===== src/rtl/lpcd_pkg.sv =====
`timescale 1ns / 1ps
`default_nettype none
// ----------------------------------------------------------------------------
// lpcd_pkg
// Shared types and constants for the length-prefixed chunk deframer.
// ----------------------------------------------------------------------------
package lpcd_pkg;

  localparam int LENGTH_BITS_DEF = 32;

  // Byte codes of the framing syntax
  localparam logic [7:0] SYM_DELIM  = 8'h3A;
  localparam logic [7:0] SYM_ESCAPE = 8'h5C;
  localparam logic [7:0] SYM_ZERO   = 8'h30;
  localparam logic [7:0] RADIX      = 8'd10;

  // Result kinds
  localparam logic [1:0] KIND_DATA    = 2'd0;
  localparam logic [1:0] KIND_CONTROL = 2'd1;
  localparam logic [1:0] KIND_EMPTY   = 2'd2;

  // Result queue
  localparam int QUEUE_DEPTH = 4;
  localparam int QUEUE_PTR_BITS = $clog2(QUEUE_DEPTH);
  localparam int QUEUE_CNT_BITS = $clog2(QUEUE_DEPTH + 1);

  typedef struct packed {
    logic [1:0] kind;
    logic [7:0] value;
    logic       chunk_end;
    logic       run_last;
    logic       length_overflow;
  } result_t;

  // Up to two results produced by one byte, in order
  typedef struct packed {
    logic [1:0] count;
    result_t    first;
    result_t    second;
  } parse_out_t;

endpackage
`default_nettype wire


===== src/rtl/lpcd_parser.sv =====
`timescale 1ns / 1ps
`default_nettype none
// ----------------------------------------------------------------------------
// lpcd_parser
// Parse state and combinational byte decode; yields up to two results per byte.
// ----------------------------------------------------------------------------
module lpcd_parser
  import lpcd_pkg::*;
#(
  parameter int LENGTH_BITS = LENGTH_BITS_DEF
) (
  input  wire logic       clk,
  input  wire logic       rst,
  input  wire logic       fire,
  input  wire logic [7:0] byte_q,
  output parse_out_t      po
);

  localparam int WIDE_BITS = LENGTH_BITS + 4;

  typedef enum logic [1:0] {
    MODE_CONTROL = 2'd0,
    MODE_ESCAPED = 2'd1,
    MODE_LENGTH  = 2'd2,
    MODE_CHUNK   = 2'd3
  } mode_t;

  mode_t                  mode, mode_next;
  logic [LENGTH_BITS-1:0] remaining, remaining_next;
  logic                   overflow_seen, overflow_seen_next;

  logic [7:0]             diff;
  logic [3:0]             digit;
  logic                   is_digit;
  logic                   is_escape;
  logic                   is_delim;
  logic [LENGTH_BITS-1:0] dec;
  logic                   data_end;
  logic [WIDE_BITS-1:0]   wide;
  logic                   rem_zero;

  assign diff      = byte_q - SYM_ZERO;
  assign digit     = diff[3:0];
  assign is_digit  = diff < RADIX;
  assign is_escape = byte_q == SYM_ESCAPE;
  assign is_delim  = byte_q == SYM_DELIM;
  assign rem_zero  = remaining == '0;
  assign dec       = rem_zero ? remaining : remaining - LENGTH_BITS'(1);
  assign data_end  = dec == '0;

  // remaining * 10 + digit, four spare bits catch saturation
  assign wide = ({4'b0, remaining} << 3) + ({4'b0, remaining} << 1)
              + WIDE_BITS'(digit);

  always_comb begin
    mode_next          = mode;
    remaining_next     = remaining;
    overflow_seen_next = overflow_seen;
    po                 = '0;
    po.first.length_overflow  = overflow_seen;
    po.second.length_overflow = overflow_seen;

    case (mode)
      MODE_CONTROL: begin
        if (is_digit) begin
          mode_next      = MODE_LENGTH;
          remaining_next = LENGTH_BITS'(digit);
        end else if (is_escape) begin
          mode_next = MODE_ESCAPED;
        end else begin
          po.first.kind  = KIND_CONTROL;
          po.first.value = byte_q;
          po.count       = 2'd1;
        end
      end
      MODE_ESCAPED: begin
        mode_next      = MODE_CONTROL;
        po.first.kind  = KIND_CONTROL;
        po.first.value = byte_q;
        po.count       = 2'd1;
      end
      MODE_LENGTH: begin
        if (is_digit) begin
          if (wide[WIDE_BITS-1:LENGTH_BITS] != 4'b0) begin
            remaining_next     = '1;
            overflow_seen_next = 1'b1;
          end else begin
            remaining_next = wide[LENGTH_BITS-1:0];
          end
        end else if (is_delim) begin
          if (rem_zero) begin
            mode_next          = MODE_CONTROL;
            po.first.kind      = KIND_EMPTY;
            po.first.chunk_end = 1'b1;
            po.count           = 2'd1;
          end else begin
            mode_next = MODE_CHUNK;
          end
        end else if (rem_zero) begin
          // Empty chunk, then parse the terminating byte as a control byte
          po.first.kind      = KIND_EMPTY;
          po.first.chunk_end = 1'b1;
          if (is_escape) begin
            mode_next = MODE_ESCAPED;
            po.count  = 2'd1;
          end else begin
            mode_next       = MODE_CONTROL;
            po.second.kind  = KIND_CONTROL;
            po.second.value = byte_q;
            po.count        = 2'd2;
          end
        end else begin
          // Terminating byte is the first data byte
          remaining_next     = dec;
          mode_next          = data_end ? MODE_CONTROL : MODE_CHUNK;
          po.first.kind      = KIND_DATA;
          po.first.value     = byte_q;
          po.first.chunk_end = data_end;
          po.count           = 2'd1;
        end
      end
      default: begin
        remaining_next     = dec;
        if (data_end) begin
          mode_next = MODE_CONTROL;
        end
        po.first.kind      = KIND_DATA;
        po.first.value     = byte_q;
        po.first.chunk_end = data_end;
        po.count           = 2'd1;
      end
    endcase

    po.first.run_last  = po.count == 2'd1;
    po.second.run_last = po.count == 2'd2;
  end

  always_ff @(posedge clk) begin
    if (rst) begin
      mode          <= MODE_CONTROL;
      remaining     <= '0;
      overflow_seen <= 1'b0;
    end else if (fire) begin
      mode          <= mode_next;
      remaining     <= remaining_next;
      overflow_seen <= overflow_seen_next;
    end
  end

endmodule
`default_nettype wire


===== src/rtl/lpcd_result_fifo.sv =====
`timescale 1ns / 1ps
`default_nettype none
// ----------------------------------------------------------------------------
// lpcd_result_fifo
// Small result queue; takes up to two results per cycle, gives one.
// ----------------------------------------------------------------------------
module lpcd_result_fifo
  import lpcd_pkg::*;
(
  input  wire logic                      clk,
  input  wire logic                      rst,
  input  wire logic                      push,
  input  wire parse_out_t                po,
  input  wire logic                      pop,
  output result_t                        head,
  output logic                           head_valid,
  output logic                           room2,
  output logic [QUEUE_CNT_BITS-1:0]      count
);

  result_t                   mem [QUEUE_DEPTH];
  logic [QUEUE_PTR_BITS-1:0] wr_ptr, rd_ptr;
  logic [QUEUE_CNT_BITS-1:0] push_n;
  logic                      pop_go;

  assign head_valid = count != '0;
  assign head       = mem[rd_ptr];
  assign room2      = count <= QUEUE_CNT_BITS'(QUEUE_DEPTH - 2);
  assign pop_go     = pop && head_valid;
  assign push_n     = push ? QUEUE_CNT_BITS'(po.count) : '0;

  always_ff @(posedge clk) begin
    if (push && po.count != 2'd0) begin
      mem[wr_ptr] <= po.first;
    end
    if (push && po.count == 2'd2) begin
      mem[wr_ptr + QUEUE_PTR_BITS'(1)] <= po.second;
    end
  end

  always_ff @(posedge clk) begin
    if (rst) begin
      wr_ptr <= '0;
      rd_ptr <= '0;
      count  <= '0;
    end else begin
      wr_ptr <= wr_ptr + QUEUE_PTR_BITS'(push_n);
      if (pop_go) begin
        rd_ptr <= rd_ptr + QUEUE_PTR_BITS'(1);
      end
      count <= count + push_n - QUEUE_CNT_BITS'(pop_go);
    end
  end

endmodule
`default_nettype wire


===== src/rtl/length_prefixed_chunk_deframer_unit.sv =====
`timescale 1ns / 1ps
`default_nettype none
// ----------------------------------------------------------------------------
// length_prefixed_chunk_deframer_unit
// Byte-wise deframer of a length-prefixed chunk stream.
// An accepted byte is registered, then decoded and written to the result queue.
// Throughput: 1 byte per cycle while the queue has room; one result leaves per
//   cycle, so a byte that yields an empty marker plus a control symbol gives the output two results.
// The 4-entry result queue absorbs stalls; input stalls when it has < 2 free.
// Reset (rst, synchronous): control symbol mode, zero length, flag cleared.
// ----------------------------------------------------------------------------
module length_prefixed_chunk_deframer_unit
  import lpcd_pkg::*;
#(
  parameter int LENGTH_BITS = LENGTH_BITS_DEF
) (
  input  wire logic       clk,
  input  wire logic       rst,
  input  wire logic       in_valid,
  output logic            in_ready,
  input  wire logic [7:0] byte_in,
  output logic            out_valid,
  input  wire logic       out_ready,
  output logic [1:0]      kind,
  output logic [7:0]      value,
  output logic            chunk_end,
  output logic            run_last,
  output logic            length_overflow
);

  logic                      in_q_valid;
  logic [7:0]                byte_q;
  logic                      proc_go;
  logic                      room2;
  logic [QUEUE_CNT_BITS-1:0] q_count;
  parse_out_t                po;
  result_t                   head;

  assign proc_go  = in_q_valid && room2;
  assign in_ready = !in_q_valid || proc_go;

  always_ff @(posedge clk) begin
    if (rst) begin
      in_q_valid <= 1'b0;
    end else if (in_ready) begin
      in_q_valid <= in_valid;
    end
  end

  always_ff @(posedge clk) begin
    if (in_ready && in_valid) begin
      byte_q <= byte_in;
    end
  end

  lpcd_parser #(
    .LENGTH_BITS(LENGTH_BITS)
  ) u_parser (
    .clk    (clk),
    .rst    (rst),
    .fire   (proc_go),
    .byte_q (byte_q),
    .po     (po)
  );

  lpcd_result_fifo u_fifo (
    .clk        (clk),
    .rst        (rst),
    .push       (proc_go),
    .po         (po),
    .pop        (out_ready),
    .head       (head),
    .head_valid (out_valid),
    .room2      (room2),
    .count      (q_count)
  );

  assign kind            = head.kind;
  assign value           = head.value;
  assign chunk_end       = head.chunk_end;
  assign run_last        = head.run_last;
  assign length_overflow = head.length_overflow;

  a_queue_bound: assert property (@(posedge clk) disable iff (rst)
    q_count <= QUEUE_CNT_BITS'(QUEUE_DEPTH))
    else $error("result queue over capacity");

  a_control_no_end: assert property (@(posedge clk) disable iff (rst)
    out_valid && kind == KIND_CONTROL |-> !chunk_end)
    else $error("control symbol marked as chunk end");

  a_empty_marker: assert property (@(posedge clk) disable iff (rst)
    out_valid && kind == KIND_EMPTY |-> value == 8'd0 && chunk_end)
    else $error("malformed empty chunk marker");

  a_two_results_order: assert property (@(posedge clk) disable iff (rst)
    proc_go && po.count == 2'd2 |-> po.first.kind == KIND_EMPTY
      && !po.first.run_last && po.second.run_last)
    else $error("two-result byte out of order");

  a_kind_legal: assert property (@(posedge clk) disable iff (rst)
    out_valid |-> kind != 2'd3)
    else $error("undefined result kind");

endmodule
`default_nettype wire


===== config.mk =====
export PLATFORM = sky130hd
export DESIGN_NAME = length_prefixed_chunk_deframer_unit
export DESIGN_NICKNAME = d
export VERILOG_FILES = /design/src/rtl/lpcd_pkg.sv /design/src/rtl/lpcd_parser.sv /design/src/rtl/lpcd_result_fifo.sv /design/src/rtl/length_prefixed_chunk_deframer_unit.sv
export SDC_FILE = /design/constraint.sdc
export NUM_CORES = 1
export LEC_CHECK = 0
export BUFFER_PORTS_ARGS = -buffer_cell sky130_fd_sc_hd__buf_2
export CORE_UTILIZATION = 62
export DETAILED_ROUTE_END_ITERATION = 8
export PLACE_DENSITY = 0.88
export SYNTH_ARGS = -nofsm -noshare
export SYNTH_HDL_FRONTEND = slang
export SYNTH_SLANG_ARGS = --single-unit

===== constraint.sdc =====
create_clock -name clk -period 8.4 [get_ports clk]
set_clock_uncertainty 0.05 [all_clocks]
set_input_delay 0.42 -clock clk [delete_from_list [all_inputs] [get_ports clk]]
set_output_delay 0.42 -clock clk [all_outputs]
set_load 0.01 [all_outputs]

Word level (Yosys, flattened, before mapping)

Memory sizes are Yosys's and may differ from the RTL's. A register that Yosys moved wholly into a read port is not among the register bits.
Cells that the tools add are included.

Register bits after elaboration: 51
RAM bits: 52
Bits of input ports: 12
Memories: 1

Memory list:

| memory     | words | bits a word | rd ports | clocked after memory_dff | write ports | line                   | source |
|---|---|---|---|---|---|---|---|
| u_fifo.mem | 4     | 13          | 1        | 1                        | 2           | lpcd_result_fifo.sv:21 | `result_t mem [QUEUE_DEPTH];` |

$add $sub $neg: 9
Magnitude comparators: 2
Equality and inequality tests: 11
Multiplexer cells: 43
Bitwise logic cells: 1
Reduce and logical (&&, ||, !) cells: 18

Operator list:

| operator                                             | number |
|---|---|
| 2-to-1 mux 32 bit                                    | 6 |
| one-hot mux 32 bit (3 select lines)                  | 1 |
| logical NOT 32 bit                                   | 2 |
| 2-to-1 mux 10 bit                                    | 4 |
| adder 35 x 33 -> 36 bit                              | 1 |
| adder 36 x 4 -> 36 bit                               | 1 |
| one-hot mux 12 bit (3 select lines)                  | 1 |
| subtractor 32 x 1 -> 32 bit (second input constant)  | 1 |
| 2-to-1 mux 2 bit                                     | 12 |
| 2-to-1 mux 8 bit                                     | 2 |
| 2-to-1 mux 13 bit                                    | 1 |
| 2-to-1 mux 12 bit                                    | 1 |
| 2-to-1 mux 11 bit                                    | 1 |
| 2-to-1 mux 9 bit                                     | 1 |
| equality test 8 x 6 -> 1 bit (second input constant) | 1 |
| equality test 8 x 7 -> 1 bit (second input constant) | 1 |
| < comparator 8 x 4 -> 1 bit (second input constant)  | 1 |
| 2-to-1 mux 1 bit                                     | 8 |
| 2-to-1 mux 4 bit                                     | 2 |
| AND reduction 4 bit                                  | 2 |
| nonzero test 4 bit                                   | 2 |
| subtractor 8 x 6 -> 8 bit (second input constant)    | 1 |
| != test 3 x 2 -> 1 bit (second input constant)       | 2 |
| one-hot mux 2 bit (3 select lines)                   | 1 |
| other kinds (21)                                     | 28 |

Longest topological paths before layout

Gate-level depths: netlist of the first run.

Word-level depth: 11
Depth in mapped cells: 16
Mapped depth without buffers: 14

By module

Synthesis of the first run repeated with hierarchy kept, for this count alone.

Cell total of the unflattened synthesis: 952
Area, all modules: 8,749.6 um^2

Modules (own cells, without submodules):

| module                              | times used | cells each | area each (um^2) |
|---|---|---|---|
| lpcd_parser                         | 1          | 756        | 5,401.4 |
| lpcd_result_fifo                    | 1          | 182        | 3,045.4 |
| length_prefixed_chunk_deframer_unit | 1          | 14         | 302.8 |

Least setup slack after synthesis of the first run

No wires, ideal clock.

Kind: flip-flop to flip-flop
Start: register byte_q[3]
End: register u_parser.remaining[5]
Library setup time: 86 ps
Arrival: 3,359 ps
Slack: 4,905 ps
Stages on the path, launching flop included: 13
Buffers on the path: 1
Period minus slack after synthesis: 3,495 ps
Cell sequence: edfxtp_1 fa_1 ha_1 nor2b_1 o31a_1 o21a_1 a2111oi_2 nor4b_1 o211a_1 o211ai_2 buf_2 o21ai_1 a211oi_1

Word-level cells in the longest chain between the ends: 6
Elaborated cells on any way between the ends: 12
Those cells by class: add/sub (2); order compare (1); eq/ne (4); mux (3); reduce/logical (2)

Ends and longest elaborated chain:

| item                                | line                                      | source |
|---|---|---|
| start: declaration                  | length_prefixed_chunk_deframer_unit.sv:32 | `logic [7:0] byte_q;` |
| start signal: assignment            | length_prefixed_chunk_deframer_unit.sv:52 | `byte_q <= byte_in;` |
| subtractor 8 x 6 -> 8 bit           | lpcd_parser.sv:42                         | `assign diff = byte_q - SYM_ZERO;` |
| adder 36 x 4 -> 36 bit              | lpcd_parser.sv:53                         | `+ WIDE_BITS'(digit);` |
| nonzero test 4 bit                  | lpcd_parser.sv:84                         | `if (wide[WIDE_BITS-1:LENGTH_BITS] != 4'b0) begin` |
| 2-to-1 mux 32 bit                   | lpcd_parser.sv:84                         |  |
| 2-to-1 mux 32 bit                   | lpcd_parser.sv:83                         | `if (is_digit) begin` |
| one-hot mux 32 bit (3 select lines) | lpcd_parser.sv:63                         | `case (mode)` |
| end signal: assignment              | lpcd_parser.sv:145                        | `remaining <= remaining_next;` |
| end: declaration                    | lpcd_parser.sv:29                         | `logic [LENGTH_BITS-1:0] remaining, remaining_next;` |

Parallel ways exist; a longest one is shown, timed or not.
A chain may end at the register's enable or synchronous reset.

Final worst setup path of the first run

Start: register byte_q[3]
End: register u_parser.remaining[25]

The elaborated chain is that of the path after synthesis.

==> metrics.md, run 1 <==
| Metric | Value |
|---|---|
| Status | `finished clean` |
| Reg-to-Reg Start | `byte_q[3]$_DFFE_PP_` |
| Total grt overflow | `0` |
| DRC violations left | `0` |
| Routed vias | `7570` |
| PortBufs | `26` |
| Worst hold path class | `primary input to register` |
| WL met1 | `9260 um` |
| FFs w/ async S/R, synth | `0%` |
| Seq cells post-synth | `about 110` |
| Final number of setup-violating endpoints | `0` |
| Top Layer Used | `met4` |
| Crit path DAT | `about 5.0 ns` |
| Power Dens Cells | `about 160 nW/um^2` |
| Gate power share | `roughly a quarter` |
| Worst path required time | `around 8.6 ns` |
| First-pass GRT wire length | `34900 um` |
| Vias in the first global route | `6972` |
| CTS Buf Count | `9` |
| Total GRT Usage | `about 31%` |
| Largest family of logic cells by synthesized area | `compound AO/OA/AOI/OAI gates` |
| RSZ-0062 raised after global routing | `no` |
| Mux cell area share after synthesis | `between 3 and 4%` |
| Net switching power | `between 400 and 500 uW` |
| Initial Utilization | `approximately 65%` |
| Die ar. | `between 10000 and 15000 um^2` |
| R2R Setup Slk | `approximately 3.6 ns` |
| NumNets Final | `approximately 1000` |
| # IOs | `27` |
| Switching share of power | `about 33%` |
| Slew headroom | `23.1%` |
| Post-DRT Antenna Nets | `0` |
| Gates resized, CTS repair | `0` |
| Vias per cell | `about 6.8` |
| CTS H-tree depth | `3` |
| Routed len/inst | `between 15 and 20 um` |
| Crit path kind | `register to register` |
| Hold Path Sink | `byte_q[2]$_DFFE_PP_` |
| Worst R2R Path Depth | `11` |
| Post-CTS setup buffers | `0` |
| Critical Path Max Stage Delay | `slightly below 0.7 ns` |
| Final Hold Vio Count | `0` |
| Register share of total power | `between 40% and 50%` |
| Worst-path maximum fanout | `17` |
| Die Wd | `approximately 120 um` |
| Post-Synthesis Cell Area | `~8300 um^2` |
| Min-Delay Startpoint | `byte_in[2]` |
| Hold_buf cts | `0` |
| Met3 wire length | `between 2000 and 2500 um` |
| Initial antenna violation count | `0` |
| Hold slack | `roughly 0.18 ns` |
| Post-synth EDFFs | `between 50 and 60` |
| DRT Wirelength | `approximately 21000 um` |
| Met2 wire len | `9520 um` |
| Worst R2R End | `u_parser.remaining[25]$_SDFFE_PP0P_` |
| Share of layout cells above drive strength 1 | `under 10%` |
| Router iterations before antenna repair | `5` |
| Cells along the critical path | `fa_1, ha_1, nor2b_1, o31a_1, o21a_1, a2111oi_2, nor4b_1, o211a_1, o211ai_2, a21oi_1, a211oi_1` |
| Synth Area in Compound Gates | `around 23%` |
| Post-Synth Simple-Gate Area | `a little over a fifth` |
| Num Clock Sinks | `105` |
| Xor-xnor portion of the synthesized cell area | `under 10%` |
| Post-DP HPWL | `around 15000 um` |
| Diodes inserted | `0` |
| Post-Synthesis Cells | `around 950` |
| Critical Path Slowest Stage Cell | `o211ai_2` |
| Final period utilization | `57.2%` |
| Hold Crit Depth | `1` |
| Int Power | `~960 uW` |
| Crit end category | `register` |
| Core area | `~13000 um^2` |
| Worst path bufs/invs | `0` |
| # rows | `just over 40` |
| Clk_lat worst skew | `around 0.36 ns` |
| Sequential-to-total area share from yosys stat | `between 30% and 40%` |
| Synth Flop Type | `dfxtp_1` |
| Clock power share | `around 30%` |
| Root buffer cell | `clkbuf_16` |
| VDD IR-drop max | `roughly 170 uV` |
| Clk pin slew, worst setup/hold paths | `around 0.08 ns` |
| Min Tclk post-route | `about 4.8 ns` |
| Largest net degree at the start of global routing | `46` |
| Routability cong. | `between 0.9 and 1` |
| First DRT Iteration DRCs | `951` |
| Worst Setup Start Kind | `register` |
| Max Buffers Root-to-Sink | `2` |
| Yosys warns | `0` |
| Post-Syn Nets | `~1000` |
| Maximum Capacitance Violations | `0` |
| Setup TNS | `0 ns` |
| Slew Limit Fails | `0` |
| FMAX | `around 210 MHz` |
| Syn avg cell area | `8.82 um^2` |
| Worst Max-Slew Pin Slew | `~1.1 ns` |
| CTS tree | `yes` |
| Synth-to-Final Area Change | `5.41%` |
| P_leak | `about 3.6 nW` |
| Synth cell types | `80` |
| Core Util, Final | `68.2%` |
| Die Y | `118 um` |
| Post-synthesis adder-cell area fraction | `between 10% and 20%` |
| Critical path's top delay family | `compound AO/OA/AOI/OAI gates` |
==> routing by layer <==
| metal | global-route usage, % | vias up |
|---|---|---|
| met5 | 0 | - |
| met4 | 10.1 | 0 |
| met3 | 5.57 | 54 |
| met2 | 47.9 | 469 |
| met1 | 44.3 | 3513 |
| li1 | - | 3534 |
==> synthesized netlist by cell type, types with 10 or more instances <==
| cell type | n | share of area [%] |
|---|---|---|
| dfxtp_1 | 53 | 13 |
| and2_1 | 36 | 2.7 |
| or3_1 | 10 | 0.75 |
| nand4_1 | 11 | 0.83 |
| edfxtp_1 | 52 | 19 |
| inv_1 | 22 | 0.99 |
| mux4_2 | 13 | 3.5 |
| a21oi_1 | 85 | 5.1 |
| nor3_1 | 17 | 1.0 |
| buf_2 | 10 | 0.60 |
| ha_1 | 69 | 10 |
| nand3_1 | 14 | 0.84 |
| a21o_1 | 12 | 1.1 |
| nor2_1 | 86 | 3.9 |
| a31oi_1 | 11 | 0.83 |
| o21ai_0 | 57 | 3.4 |
| and3_1 | 10 | 0.75 |
| clkbuf_1 | 36 | 1.6 |
| nor2b_1 | 14 | 1.1 |
| nand2_1 | 90 | 4.1 |
| xnor2_1 | 34 | 3.6 |
| a211oi_1 | 21 | 1.9 |
| o22ai_1 | 12 | 0.90 |
| xor2_1 | 22 | 2.3 |
==> cell type report <==
cell class	instances	area, um^2
Multi-Input combinational cell	768	5420
Sequential cell	105	2620
Clock buffer	10	229
Timing Repair Buffer	29	153
Clock inverter	6	57.6
Tap cell	172	215
Inverter	23	88.8
Fill cell	988	4090
==> registers in the layout, indices dropped and copies added, names as in the netlist, named ones only <==
| register | count |
|---|---|
| u_parser.mode | 2 |
| u_fifo.rd_ptr | 2 |
| u_parser.remaining | 32 |
| u_fifo.mem | 52 |
| u_fifo.count | 3 |
| byte_q | 8 |
| u_parser.overflow_seen | 1 |
| in_q_valid | 1 |
| u_fifo.wr_ptr | 2 |
==> cells by family after synthesis <==
logic type,Yosys count
AO/OA/AOI/OAI,287
XOR/XNOR,56
adder cells (fa/ha/maj),73
buffers and inverters,72
flip-flops,105
multiplexers,15
AND/OR/NAND/NOR,337
==> cell usage in the layout (no fill, tap or decap), types with 26 or more instances in the layout <==
cell type / instances
buf_2: 26
ha_1: 69
o21ai_0: 57
a21oi_1: 84
dfxtp_1: 53
nand2_1: 90
edfxtp_1: 52
nor2_1: 86
and2_1: 36
xnor2_1: 34
==> power by group through the flow <==
stage          clock network, mW  registers, mW  logic, mW
2_1_floorplan                  0          0.611      0.300
3_3_place_gp                   0          0.638      0.360
3_5_place_dp                   0          0.640      0.370
4_1_cts                    0.419          0.629      0.373
5_1_grt                    0.437          0.637      0.411
6_report                   0.423          0.629      0.378
==> per-stage QoR <==
step / std cells / setup WS (ns) / cell area [um^2] / power [mW]
floorplan: 945 / 4.91 / 8330 / 0.911
global placement: 1097 / 3.82 / 8500 / 0.998
detailed placement: 1097 / 3.69 / 8500 / 1.01
CTS: 1113 / 3.67 / 8780 / 1.42
global route: 1113 / 3.41 / 8780 / 1.49
finish: 1113 / 3.59 / 8780 / 1.43
==> worst register-to-register path, stage by stage (launching register included) <==
cell and delay (ns):
edfxtp_1 0.50, fa_1 0.46, ha_1 0.34, nor2b_1 0.17
o31a_1 0.27, o21a_1 0.25, a2111oi_2 0.67, nor4b_1 0.16
o211a_1 0.25, o211ai_2 0.69, a21oi_1 0.52, a211oi_1 0.38
==> worst max path at each step <==
stage                        start                                   to  cells after the start
2_1_floorplan  byte_q[3]$_DFFE_PP_   u_parser.remaining[5]$_SDFFE_PP0P_                     12
3_3_place_gp   byte_q[3]$_DFFE_PP_  u_parser.remaining[11]$_SDFFE_PP0P_                     11
3_5_place_dp   byte_q[3]$_DFFE_PP_  u_parser.remaining[25]$_SDFFE_PP0P_                     11
4_1_cts        byte_q[3]$_DFFE_PP_  u_parser.remaining[25]$_SDFFE_PP0P_                     11
5_1_grt        byte_q[3]$_DFFE_PP_  u_parser.remaining[25]$_SDFFE_PP0P_                     11
6_report       byte_q[3]$_DFFE_PP_  u_parser.remaining[25]$_SDFFE_PP0P_                     11
(Power assumes the default switching activity.)
==> inputs of run 2 (changes only) <==
clock period = 4.87 ns   (was 8.4 ns; I/O delays follow)
==> run 2 against run 1 <==
  * Global-route usage increased by 1.1 points
  * Combinational power increased by 78%
  * Sequential share of layout area down 0.25 points
  * Total power increased by 76%
  * Largest cell class unchanged
  * Largest power group unchanged
==> metrics.md, run 2 (synthesis gave the netlist of run 1 again) <==
| Metric | Value |
|---|---|
| Met1 usage in global routing | `44.6% (was 44.3%)` |
| Post-DRT Antenna Nets | `0 (unchanged)` |
| Clk_lat worst skew | `0.35 ns (was 0.36 ns)` |
| Max Buffers Root-to-Sink | `2 (unchanged)` |
| Root buffer cell | `clkbuf_16 (unchanged)` |
| Post-CTS setup buffers | `0 (unchanged)` |
| Biggest regs | `u_fifo.mem (52), u_parser.remaining (32), byte_q (8) (unchanged)` |
| Commonest cells after routing, fill and taps aside | `nand2_1, nor2_1, a21oi_1, ha_1, o21ai_0 (unchanged)` |
| Die Y | `118 um (unchanged)` |
| NumNets Final | `1027 (was 1020)` |
| Initial antenna violation count | `0 (unchanged)` |
| Multi-input logic area | `5420 um^2 (unchanged)` |
| Core Util, Final | `68.8% (was 68.2%)` |
| FMAX | `230 MHz (was 208 MHz)` |
| Vias per cell | `6.96 (was 6.80)` |
| Final Power | `2.52 mW (was 1.43 mW)` |
| RSZ-0062 raised after global routing | `no (unchanged)` |
| Num Clock Sinks | `105 (unchanged)` |
| Met2 Use GR | `50.7% (was 47.9%)` |
| Worst hold path class | `primary input to register (unchanged)` |
| M3 GR Usage | `4.31% (was 5.57%)` |
| Setup ws final | `0.529 ns (was 3.59 ns)` |
| Clk pin slew, worst setup/hold paths | `0.08 ns (about the same)` |
| Share of layout cells above drive strength 1 | `10.1% (was 9.35%)` |
| First DRT Iteration DRCs | `1128 (was 951)` |
| P_leak | `3.64 nW (was 3.59 nW)` |
| Worst-path maximum fanout | `8 (was 17)` |
| Crit path kind | `register to register (unchanged)` |
| Synth-to-Final Area Change | `6.31% (was 5.41%)` |
| Worst Max-Slew Pin Slew | `0.895 ns (was 1.14 ns)` |
| # IOs | `27 (unchanged)` |
| CTS H-tree depth | `3 (unchanged)` |
| VDD IR-drop max | `208 uV (was 173 uV)` |
| Slew headroom | `40.2% (was 23.1%)` |
| Core area | `12900 um^2 (unchanged)` |
| Post-DP HPWL | `16100 um (was 15400 um)` |
| Status | `finished clean (unchanged)` |
| Fill cells | `958 (was 988)` |
| Worst Setup Start Kind | `register (unchanged)` |
| Hold_buf cts | `0 (unchanged)` |
| Min Tclk post-route | `4.34 ns (was 4.81 ns)` |
| Post-placement cell count | `1104 (was 1097)` |
| Router iterations before antenna repair | `9 (was 5)` |
| Register Area | `2620 um^2 (unchanged)` |
| Die Wd | `118 um (unchanged)` |
| Initial Utilization | `64.7% (unchanged)` |
| Slew Limit Fails | `0 (unchanged)` |
| Final Hold Vio Count | `0 (unchanged)` |
| First-pass GRT wire length | `36300 um (was 34900 um)` |
| Crit path DAT | `4.49 ns (was 5.03 ns)` |
| Largest net degree at the start of global routing | `46 (unchanged)` |
| Routed len/inst | `20.0 um (was 19.2 um)` |
| CTS Buf Count | `9 (unchanged)` |
| Final number of setup-violating endpoints | `0 (unchanged)` |
| Diodes inserted | `0 (unchanged)` |
| Gates resized, CTS repair | `0 (unchanged)` |
| Finished Layout Cells | `1120 (was 1113)` |
| Crit end category | `register (unchanged)` |
| Vias in the first global route | `7383 (was 6972)` |
| Fin area | `8860 um^2 (was 8780 um^2)` |
| Routed vias | `7797 (was 7570)` |
| Routability cong. | `0.964 (was 0.942)` |
| DRC violations left | `0 (unchanged)` |
| Most flops, register | `u_fifo.mem (unchanged)` |
| Maximum Capacitance Violations | `0 (unchanged)` |
| Pre-CTS setup slack | `0.670 ns (was 3.69 ns)` |
| Die ar. | `13900 um^2 (unchanged)` |
| Most common cell after layout, fill and taps aside | `nand2_1 (unchanged)` |
| DP Area | `8550 um^2 (was 8500 um^2)` |
| Setup TNS | `0 ns (unchanged)` |
| Power Dens Cells | `285 nW/um^2 (was 163 nW/um^2)` |
| Total GRT Usage | `32.3% (was 31.2%)` |
| CTS tree | `yes (unchanged)` |
| PortBufs | `26 (unchanged)` |
| Hold slack | `0.00914 ns (was 0.179 ns)` |
| # rows | `41 (unchanged)` |
| Total grt overflow | `0 (unchanged)` |
| DRT Wirelength | `22400 um (was 21400 um)` |
| Worst path required time | `5.01 ns (was 8.62 ns)` |
| Number of flip-flops in the largest register | `52 (unchanged)` |
| Gr busiest metal | `met2 (unchanged)` |
| Final period utilization | `89.1% (was 57.2%)` |
run 2: cell types whose count changed in the layout (fill, tap and decap cells not counted), sizes merged:
| cell | delta |
|---|---|
| buf | +7 |
| bufinv | +1 |
| clkbuf | -1 |
| clkinv | +1 |
| inv | -1 |
run 2: path summary, 6_finish.rpt:
| kind | start | end | slack (ns) | cells after the start |
|---|---|---|---|---|
| worst min register to register | u_fifo.mem[0][12]$_SDFFE_PP0P_ | u_fifo.mem[0][12]$_SDFFE_PP0P_ | 0.41 | 2 |
| worst max-delay path | u_parser.remaining[2]$_SDFFE_PP0P_ | u_parser.remaining[11]$_SDFFE_PP0P_ | 0.53 | 12 |
| worst min-delay path | byte_in[0] | byte_q[0]$_DFFE_PP_ | 0.009 | 1 |
| worst max register to register | u_parser.remaining[2]$_SDFFE_PP0P_ | u_parser.remaining[11]$_SDFFE_PP0P_ | 0.53 | 12 |
run 2: area by class of cell:
cell class,instances,area share [%]
repair buffers,36,2.32
inverters,23,1.00
well taps,172,2.43
clock buffers,9,2.54
flip-flops and latches,105,29.6
multi-input cells,768,61.2
clock inverters,7,0.946
run 2: power by group:
part	leakage, nW	internal, mW	switching (mW)
Combinational	2.57	0.301	0.371
Clock	0.154	0.410	0.354
Sequential	0.915	0.999	0.0869
run 2: metal layers:
layer,vias up,routed length [um]
met4,0,850
li1,3552,-
met1,3617,9240
met3,99,2210
met2,529,10100
met5,-,0
run 2: worst max-delay path: stages, from the launching register on:
cell	delay, ns
dfxtp_1	0.58
fa_1	0.52
ha_1	0.30
a21oi_1	0.07
nand4b_1	0.28
a2111o_1	0.52
a31oi_1	0.40
a311o_1	0.26
mux2i_1	0.24
o211ai_2	0.23
a21oi_1	0.39
buf_4	0.25
a221oi_1	0.08
